File: src/rtl/core/gcld_pkg.sv
// ---------------------------------------------------------------------------
// gcld_pkg
// types, constants and codes of the glyph cache lru directory
// ---------------------------------------------------------------------------
package gcld_pkg;

    localparam int CACHE_SLOTS = 16;
    localparam int STAMP_BITS  = 32;
    localparam int SLOT_W      = (CACHE_SLOTS > 1) ? $clog2(CACHE_SLOTS) : 1;
    localparam int COUNT_W     = $clog2(CACHE_SLOTS + 1);
    localparam int CFG_W       = 5;
    localparam int ADDR_W      = 3;
    localparam int DATA_W      = 32;
    localparam int CNT_W       = 32;

    localparam logic [2:0] OUT_HIT      = 3'd0;
    localparam logic [2:0] OUT_FILLED   = 3'd1;
    localparam logic [2:0] OUT_ABSENT   = 3'd2;
    localparam logic [2:0] OUT_UNCACHED = 3'd3;
    localparam logic [2:0] OUT_CLEARED  = 3'd4;

    localparam logic MODE_LOOKUP = 1'b0;
    localparam logic MODE_CLEAR  = 1'b1;

    localparam logic REG_SLOTS_IN_USE = 1'b0;
    localparam logic [CFG_W-1:0] SLOTS_RESET = CFG_W'(16);

    typedef enum logic [1:0] {
        ST_IDLE,
        ST_SWEEP,
        ST_DONE
    } state_t;

    typedef struct packed {
        logic [15:0]         cp;
        logic [COUNT_W-1:0]  used;
        logic [COUNT_W-1:0]  size;
        logic                wr_en;
        logic [SLOT_W-1:0]   wr_slot;
        logic [15:0]         wr_tag;
        logic [STAMP_BITS-1:0] wr_stamp;
    } bcast_t;

    typedef struct packed {
        logic                  hit;
        logic [SLOT_W-1:0]     hit_idx;
        logic                  old_valid;
        logic [STAMP_BITS-1:0] old_stamp;
        logic [SLOT_W-1:0]     old_idx;
    } link_t;

endpackage

File: src/rtl/core/gcld_cell.sv
// ---------------------------------------------------------------------------
// gcld_cell
// one directory slot: tag and stamp storage, plus a registered chain stage
// carrying the first match and the oldest stamp seen so far
// ---------------------------------------------------------------------------
module gcld_cell
(
    input  logic                        clk,
    input  logic                        rst_n,
    input  logic [gcld_pkg::SLOT_W-1:0] cell_index,
    input  gcld_pkg::bcast_t            bcast,
    input  gcld_pkg::link_t             link_in,
    output gcld_pkg::link_t             link_out
);

    logic [15:0]                       tag_reg;
    logic [gcld_pkg::STAMP_BITS-1:0]   stamp_reg;
    gcld_pkg::link_t                   link_reg;
    gcld_pkg::link_t                   link_next;
    logic                              in_used;
    logic                              in_size;
    logic                              own_match;
    logic                              take_own;

    always_ff @(posedge clk)
    begin
        if (bcast.wr_en && (bcast.wr_slot == cell_index))
        begin
            tag_reg   <= bcast.wr_tag;
            stamp_reg <= bcast.wr_stamp;
        end
    end

    always_comb
    begin
        in_used   = gcld_pkg::COUNT_W'(cell_index) < bcast.used;
        in_size   = gcld_pkg::COUNT_W'(cell_index) < bcast.size;
        own_match = in_used && (tag_reg == bcast.cp);
        take_own  = in_size && (!link_in.old_valid || (stamp_reg < link_in.old_stamp));

        link_next.hit       = link_in.hit || own_match;
        link_next.hit_idx   = link_in.hit ? link_in.hit_idx : cell_index;
        link_next.old_valid = link_in.old_valid || in_size;
        link_next.old_stamp = take_own ? stamp_reg : link_in.old_stamp;
        link_next.old_idx   = take_own ? cell_index : link_in.old_idx;
    end

    always_ff @(posedge clk or negedge rst_n)
    begin
        if (!rst_n)
        begin
            link_reg <= '0;
        end
        else
        begin
            link_reg <= link_next;
        end
    end

    assign link_out = link_reg;

endmodule

File: src/rtl/core/glyph_cache_lru_directory_unit.sv
// ---------------------------------------------------------------------------
// glyph_cache_lru_directory_unit
// fully associative lru tag directory for a glyph cache, built as a chain
// of slot cells with a registered match and oldest-stamp sweep
// ---------------------------------------------------------------------------
//  channel   | handshake                         | payload
//  ----------+-----------------------------------+------------------------------------
//  request   | start, busy                       | mode, codepoint, now_ms, glyph_found
//  result    | done (one-cycle strobe)           | outcome, slot, hit_total, miss_total
//  config    | psel, penable, pwrite, pready     | paddr, pwdata, prdata
//
//  the result strobe is registered from the decide state: a one-cell-per-cycle match
//  and oldest-stamp sweep runs first, then the decide-and-write state (ST_DONE).
//  busy is high from the cycle after the transfer through the decide cycle, so the
//  next transfer can come in the strobe cycle.
//  reset empties the directory, zeroes the counters and sets the slot limit to 16.
//  results cannot be stalled; the strobe lasts exactly one cycle.
// ---------------------------------------------------------------------------
module glyph_cache_lru_directory_unit
(
    input  logic                          clk,
    input  logic                          rst_n,
    input  logic                          start,
    output logic                          busy,
    input  logic                          mode,
    input  logic [15:0]                   codepoint,
    input  logic [31:0]                   now_ms,
    input  logic                          glyph_found,
    output logic                          done,
    output logic [2:0]                    outcome,
    output logic [3:0]                    slot,
    output logic [31:0]                   hit_total,
    output logic [31:0]                   miss_total,
    input  logic                          psel,
    input  logic                          penable,
    input  logic                          pwrite,
    input  logic [gcld_pkg::ADDR_W-1:0]   paddr,
    input  logic [gcld_pkg::DATA_W-1:0]   pwdata,
    output logic [gcld_pkg::DATA_W-1:0]   prdata,
    output logic                          pready
);

    gcld_pkg::state_t                 state_reg;
    gcld_pkg::state_t                 state_next;
    logic [gcld_pkg::SLOT_W-1:0]      sweep_cnt_reg;
    logic [gcld_pkg::SLOT_W-1:0]      sweep_cnt_next;
    logic [gcld_pkg::CFG_W-1:0]       slots_reg;
    logic [gcld_pkg::COUNT_W-1:0]     filled_reg;
    logic [gcld_pkg::COUNT_W-1:0]     filled_next;
    logic [gcld_pkg::CNT_W-1:0]       hit_cnt_reg;
    logic [gcld_pkg::CNT_W-1:0]       hit_cnt_next;
    logic [gcld_pkg::CNT_W-1:0]       miss_cnt_reg;
    logic [gcld_pkg::CNT_W-1:0]       miss_cnt_next;
    logic                             done_reg;
    logic [2:0]                       outcome_reg;
    logic [2:0]                       outcome_next;
    logic [3:0]                       slot_reg;
    logic [gcld_pkg::SLOT_W-1:0]      slot_next;
    logic                             mode_reg;
    logic [15:0]                      cp_reg;
    logic [gcld_pkg::STAMP_BITS-1:0]  stamp_reg;
    logic                             found_reg;
    logic [gcld_pkg::COUNT_W-1:0]     size;
    logic [gcld_pkg::COUNT_W-1:0]     used;
    logic                             wr_en;
    logic                             accept;
    logic                             cfg_write;
    gcld_pkg::bcast_t                 bcast;
    gcld_pkg::link_t                  link [gcld_pkg::CACHE_SLOTS+1];
    gcld_pkg::link_t                  tail;

    localparam logic [gcld_pkg::SLOT_W-1:0] SWEEP_LAST =
        gcld_pkg::SLOT_W'(gcld_pkg::CACHE_SLOTS - 1);

    assign accept    = start && !busy;
    assign pready    = 1'b1;
    assign cfg_write = psel && penable && pwrite && (paddr[2] == gcld_pkg::REG_SLOTS_IN_USE);
    assign prdata    = (paddr[2] == gcld_pkg::REG_SLOTS_IN_USE)
                       ? gcld_pkg::DATA_W'(slots_reg) : '0;

    // configuration register
    always_ff @(posedge clk or negedge rst_n)
    begin
        if (!rst_n)
        begin
            slots_reg <= gcld_pkg::SLOTS_RESET;
        end
        else if (cfg_write)
        begin
            slots_reg <= pwdata[gcld_pkg::CFG_W-1:0];
        end
    end

    // request capture
    always_ff @(posedge clk)
    begin
        if (accept)
        begin
            mode_reg  <= mode;
            cp_reg    <= codepoint;
            stamp_reg <= now_ms[gcld_pkg::STAMP_BITS-1:0];
            found_reg <= glyph_found;
        end
    end

    // next state
    always_comb
    begin
        state_next     = state_reg;
        sweep_cnt_next = sweep_cnt_reg;
        unique case (state_reg)
            gcld_pkg::ST_IDLE:
            begin
                sweep_cnt_next = '0;
                if (start)
                begin
                    state_next = gcld_pkg::ST_SWEEP;
                end
            end
            gcld_pkg::ST_SWEEP:
            begin
                sweep_cnt_next = sweep_cnt_reg + 1'b1;
                if (sweep_cnt_reg == SWEEP_LAST)
                begin
                    state_next = gcld_pkg::ST_DONE;
                end
            end
            gcld_pkg::ST_DONE:
            begin
                state_next = gcld_pkg::ST_IDLE;
            end
            default:
            begin
                state_next = gcld_pkg::ST_IDLE;
            end
        endcase
    end

    // outputs and directory decision
    always_comb
    begin
        busy = (state_reg != gcld_pkg::ST_IDLE);
        size = (int'(slots_reg) > gcld_pkg::CACHE_SLOTS)
               ? gcld_pkg::COUNT_W'(gcld_pkg::CACHE_SLOTS)
               : gcld_pkg::COUNT_W'(slots_reg);
        used = (filled_reg < size) ? filled_reg : size;

        filled_next   = filled_reg;
        hit_cnt_next  = hit_cnt_reg;
        miss_cnt_next = miss_cnt_reg;
        slot_next     = '0;
        wr_en         = 1'b0;
        outcome_next  = gcld_pkg::OUT_CLEARED;

        if (mode_reg == gcld_pkg::MODE_CLEAR)
        begin
            filled_next  = '0;
            outcome_next = gcld_pkg::OUT_CLEARED;
        end
        else if (tail.hit)
        begin
            slot_next    = tail.hit_idx;
            wr_en        = 1'b1;
            hit_cnt_next = hit_cnt_reg + 1'b1;
            outcome_next = gcld_pkg::OUT_HIT;
        end
        else if (!found_reg)
        begin
            miss_cnt_next = miss_cnt_reg + 1'b1;
            outcome_next  = gcld_pkg::OUT_ABSENT;
        end
        else if (size == '0)
        begin
            miss_cnt_next = miss_cnt_reg + 1'b1;
            outcome_next  = gcld_pkg::OUT_UNCACHED;
        end
        else
        begin
            if (used < size)
            begin
                slot_next   = gcld_pkg::SLOT_W'(used);
                filled_next = used + 1'b1;
            end
            else
            begin
                slot_next = tail.old_idx;
            end
            wr_en         = 1'b1;
            miss_cnt_next = miss_cnt_reg + 1'b1;
            outcome_next  = gcld_pkg::OUT_FILLED;
        end

        if (state_reg != gcld_pkg::ST_DONE)
        begin
            wr_en = 1'b0;
        end
    end

    always_ff @(posedge clk or negedge rst_n)
    begin
        if (!rst_n)
        begin
            state_reg     <= gcld_pkg::ST_IDLE;
            sweep_cnt_reg <= '0;
            filled_reg    <= '0;
            hit_cnt_reg   <= '0;
            miss_cnt_reg  <= '0;
            done_reg      <= 1'b0;
        end
        else
        begin
            state_reg     <= state_next;
            sweep_cnt_reg <= sweep_cnt_next;
            done_reg      <= (state_reg == gcld_pkg::ST_DONE);
            if (state_reg == gcld_pkg::ST_DONE)
            begin
                filled_reg   <= filled_next;
                hit_cnt_reg  <= hit_cnt_next;
                miss_cnt_reg <= miss_cnt_next;
            end
        end
    end

    always_ff @(posedge clk)
    begin
        if (state_reg == gcld_pkg::ST_DONE)
        begin
            outcome_reg <= outcome_next;
            slot_reg    <= 4'(slot_next);
        end
    end

    assign done       = done_reg;
    assign outcome    = outcome_reg;
    assign slot       = slot_reg;
    assign hit_total  = hit_cnt_reg;
    assign miss_total = miss_cnt_reg;

    // broadcast to the cell chain
    assign bcast.cp       = cp_reg;
    assign bcast.used     = used;
    assign bcast.size     = size;
    assign bcast.wr_en    = wr_en;
    assign bcast.wr_slot  = slot_next;
    assign bcast.wr_tag   = cp_reg;
    assign bcast.wr_stamp = stamp_reg;

    assign link[0] = '0;
    assign tail    = link[gcld_pkg::CACHE_SLOTS];

    for (genvar g = 0; g < gcld_pkg::CACHE_SLOTS; g++)
    begin : g_cell
        gcld_cell u_cell
        (
            .clk        (clk),
            .rst_n      (rst_n),
            .cell_index (gcld_pkg::SLOT_W'(g)),
            .bcast      (bcast),
            .link_in    (link[g]),
            .link_out   (link[g+1])
        );
    end

endmodule

File: config.mk
export PLATFORM = sky130hd
export DESIGN_NAME = glyph_cache_lru_directory_unit
export DESIGN_NICKNAME = d
export VERILOG_FILES = /design/src/rtl/core/gcld_pkg.sv /design/src/rtl/core/gcld_cell.sv /design/src/rtl/core/glyph_cache_lru_directory_unit.sv
export SDC_FILE = /design/constraint.sdc
export NUM_CORES = 2
export LEC_CHECK = 0
export BUFFER_PORTS_ARGS = -buffer_cell sky130_fd_sc_hd__buf_2
export CELL_PAD_IN_SITES_DETAIL_PLACEMENT = 2
export CELL_PAD_IN_SITES_GLOBAL_PLACEMENT = 2
export CORE_UTILIZATION = 49
export DETAILED_ROUTE_END_ITERATION = 8
export PLACE_DENSITY = 0.95
export REMOVE_ABC_BUFFERS = 1
export SLEW_MARGIN = 20
export SYNTH_ARGS = -nofsm -noshare
export SYNTH_HDL_FRONTEND = slang
export SYNTH_HIERARCHICAL = 1
export SYNTH_SLANG_ARGS = --single-unit
File: constraint.sdc
create_clock -name clk -period 26.7 [get_ports clk]
set_clock_uncertainty 0.05 [all_clocks]
set_input_delay 0 -clock clk [delete_from_list [all_inputs] [get_ports clk]]
set_output_delay 0 -clock clk [all_outputs]
set_load 0.005 [all_outputs]
==> results of run 1 <==
==> through the flow <==
step,instances,hold WS [ps]
2_1_floorplan,5458,-346
3_3_place_gp,7575,-73.8
3_5_place_dp,7575,-57.8
==> metrics.md, run 1 <==
| Metric | Value |
|---|---|
| Stage reached | `clock tree synthesis` |
| Post-Syn Area per Cell | `~14 sq um` |
| Final Wtd Congestion | `0.789` |
| CTS Buf Count | `165` |
| Rows | `139` |
| Chip Height | `384 microns` |
| Outcome | `aborted with a tool error` |
| Tool error | `[ERROR DPL-0033] detailed placement checks failed during check placement.` |
| CTS Buffer Depth | `3` |
| Dpl ws | `about 21000 ps` |
| Placed cell areas | `76100 sq um` |
| Placed wire-length estimate | `between 150000 and 200000 microns` |
| H-tree depth | `4` |
| Cells after synthesis | `between 5000 and 6000` |
| PortBufs | `139` |
| CTS Root Buffer Type | `clkbuf_16` |
| Synthesis Warnings | `6` |
| # hold bufs at CTS | `119` |
| Mapped cell area | `71500 sq um` |
| Post-CTS setup buffers | `0` |
| Initial core utilization | `0.496` |
| Cts repair resizes | `0` |
| Die X | `~380 microns` |
| IO Count | `roughly 200` |
==> run 2: changes to the inputs <==
CELL_PAD_IN_SITES_DETAIL_PLACEMENT = not set   (was 2)
CELL_PAD_IN_SITES_GLOBAL_PLACEMENT = not set   (was 2)
CORE_UTILIZATION = 35   (was 49)
PLACE_DENSITY = not set   (was 0.95)
PLACE_DENSITY_LB_ADDON = 0.15   (was not set)
==> run 2 against run 1 <==
Synthesized cell count unchanged. The run now ends clean. Area after synthesis unchanged.
==> metrics.md, run 2 <==
| Metric | Value |
|---|---|
| Critical Path RT | `27060 ps` |
| Setup_tns | `0 ps` |
| Slowest cell delay on critical path | `610 ps` |
| RSZ-0062 raised after global routing | `false` |
| # hold bufs at CTS | `120 (+0.84%)` |
| Critical path arrival | `6270 ps` |
| Most common cell after layout, fill and taps aside | `edfxtp_1` |
| Die X | `454 microns (+18%)` |
| Crit. Startpoint | `slots_reg[4]` |
| Setup ws final | `20790 ps` |
| Commonest cells after routing, fill and taps aside | `edfxtp_1 (825), dfrtp_1 (719), inv_1 (608)` |
| Number of max-cap violations | `0` |
| Area growth syn-to-layout | `17.5%` |
| Post-CTS setup buffers | `0 (unchanged)` |
| Number of global-route vias before repair | `40939` |
| Worst slew pin tran | `between 1000 and 1500 ps` |
| Remaining DRCs | `0` |
| CTS Buffer Depth | `3 (unchanged)` |
| Final setup fails | `0` |
| Met2 Use GR | `0.238` |
| Period utilization | `0.221` |
| Crit-path cells | `inv_1, nand2_1, ha_1, a41oi_1, o21ai_0, nor2_1, o21ai_1, buf_4, ha_1, a21oi_1, a21boi_0, a211oi_4, mux2i_1, o21ai_2, buf_4, xor2_1, nor4_2, buf_4` |
| Total vias in the final route | `slightly below 40000` |
| Sink Count | `1545` |
| CTS Buf Count | `171 (+3.6%)` |
| Leakage | `35.0 nW` |
| Chip Height | `454 microns (+18%)` |
| Share of layout cells above drive strength 1 | `0.181` |
| Largest net degree at the start of global routing | `150` |
| Cts repair resizes | `0 (unchanged)` |
| Cells after synthesis | `5113 (unchanged)` |
| Rows | `165 (+19%)` |
| Starting DRC count in detailed routing | `~1600` |
| First drt pass iteration count | `5` |
| DRT antenna net count | `0` |
| Crit path max fanout | `44` |
| IO Count | `197 (unchanged)` |
| Layout fillers | `18568` |
| Power Dens Cells | `89.9 nW/um^2` |
| Hold Startpoint | `start` |
| CTS clk-pin slew, worst paths | `roughly 60 ps` |
| CP Class | `reg2reg` |
| PortBufs | `139 (unchanged)` |
| GRT Util Overall | `0.140` |
| CP Launch Type | `flip-flop` |
| Die area | `206000 sq um` |
| CORE AREA | `203000 sq um` |
| CTS tree | `yes` |
| Dpl ws | `20720 ps (+17.3 ps)` |
| Max FFs per register | `639` |
| Final Hold Fails | `0` |
| Post-Syn Area per Cell | `14.0 sq um (unchanged)` |
| Max VDD drop | `approximately 0.061 mV` |
| Aggregate global routing overflow | `0` |
| Min-Delay Path Class | `in2reg` |
| Most frequent CP cell | `buf_4` |
| Worst hold margin | `212 ps` |
| Tmin final | `5910 ps` |
| Total power draw | `7.55 mW` |
| Final Max Slew Viols | `0` |
| Slowest cell on crit path | `buf_4` |
| Fraction of met3 tracks used by global routing | `0.0212` |
| CTS Root Buffer Type | `clkbuf_16` |
| Slew headroom | `0.284` |
| Initial antenna violation count | `2` |
| Outcome | `complete, no violations` |
| Synthesis Warnings | `6 (unchanged)` |
| Critical Path End Type | `flip-flop` |
| Clock Latency Late Sink | `800 ps` |
| Most Crowded Layer GR | `met2` |
| Fmax | `169 MHz` |
| First-pass GRT wire length | `approximately 230000 microns` |
| Final Wtd Congestion | `0.776 (-1.7%)` |
| Nets | `approximately 6700` |
| WL per Instance | `16.0 microns` |
| Initial core utilization | `0.353 (-0.143)` |
| Via density | `4.47` |
| Routed wire length | `141000 microns` |
| Mapped cell area | `71500 sq um (unchanged)` |
| Placed wire-length estimate | `98300 microns (-42%)` |
| H-tree depth | `4 (unchanged)` |
| Worst reg2reg startpoint | `slots_reg[4]` |
| GR Layer Usage met1 | `0.183` |
==> run 2: layout make-up <==
cell class                 count  area (sq um)  share of cell area
tap                         2672          3340              0.0398
clock buffer                 253          4920              0.0586
timing repair buffer         334          2520              0.0300
clock inverter                67           746             0.00888
antenna                        5          12.5            0.000149
multi-input combinational   3305         27400               0.326
sequential                  1545         42800               0.509
inverter                     608          2280              0.0272
==> run 2: path summary, 6_finish.rpt <==
kind / to / slack [ps] / depth (start not counted)
hold reg to reg: g_cell[10].u_cell/link_out[2] / 410 / 1
setup reg to reg: g_cell[13].u_cell/stamp_reg[17] / 20790 / 18
max in group asynchronous: g_cell[0].u_cell/link_out[9] / 22680 / 8
min in group asynchronous: g_cell[14].u_cell/link_out[32] / 300 / 4
hold / removal: mode_reg / 210 / 4
setup / recovery: g_cell[13].u_cell/stamp_reg[17] / 20790 / 18
==> run 2: metrics by stage <==
stage | cell area (sq um) | instances | utilization
global route | 84000 | 8785 | 0.415
finish | 84000 | 8789 | 0.415
global placement | 77100 | 8344 | 0.381
CTS | 84000 | 8784 | 0.415
detailed placement | 77100 | 8344 | 0.381
floorplan | 72300 | 5458 | -
==> run 2: where the power goes <==
group | switching [mW] | leakage [nW] | internal, mW
clock | 0.945 | 2.78 | 1.39
combinational | 1.04 | 16.3 | 0.989
sequential | 0.230 | 15.9 | 2.96
==> run 2: worst max-delay path: cells and delay by family (launching register included) <==
| family | cells | cell delay [ps] |
|---|---|---|
| AOI/OAI and AO/OA | 7 | 1540 |
| xor gates and xnor gates | 1 | 130 |
| DFF | 1 | 520 |
| and+or+nand+nor | 3 | 1080 |
| adders and majority gates | 2 | 660 |
| muxes | 1 | 160 |
| buffers and inverters | 4 | 1310 |
==> run 2: per-layer routing <==
metal,routed length (microns),part of all wire
met4,3100,0.022
met5,0,0
met3,3750,0.027
met2,67900,0.48
met1,66000,0.47
(Power assumes the default switching activity.)
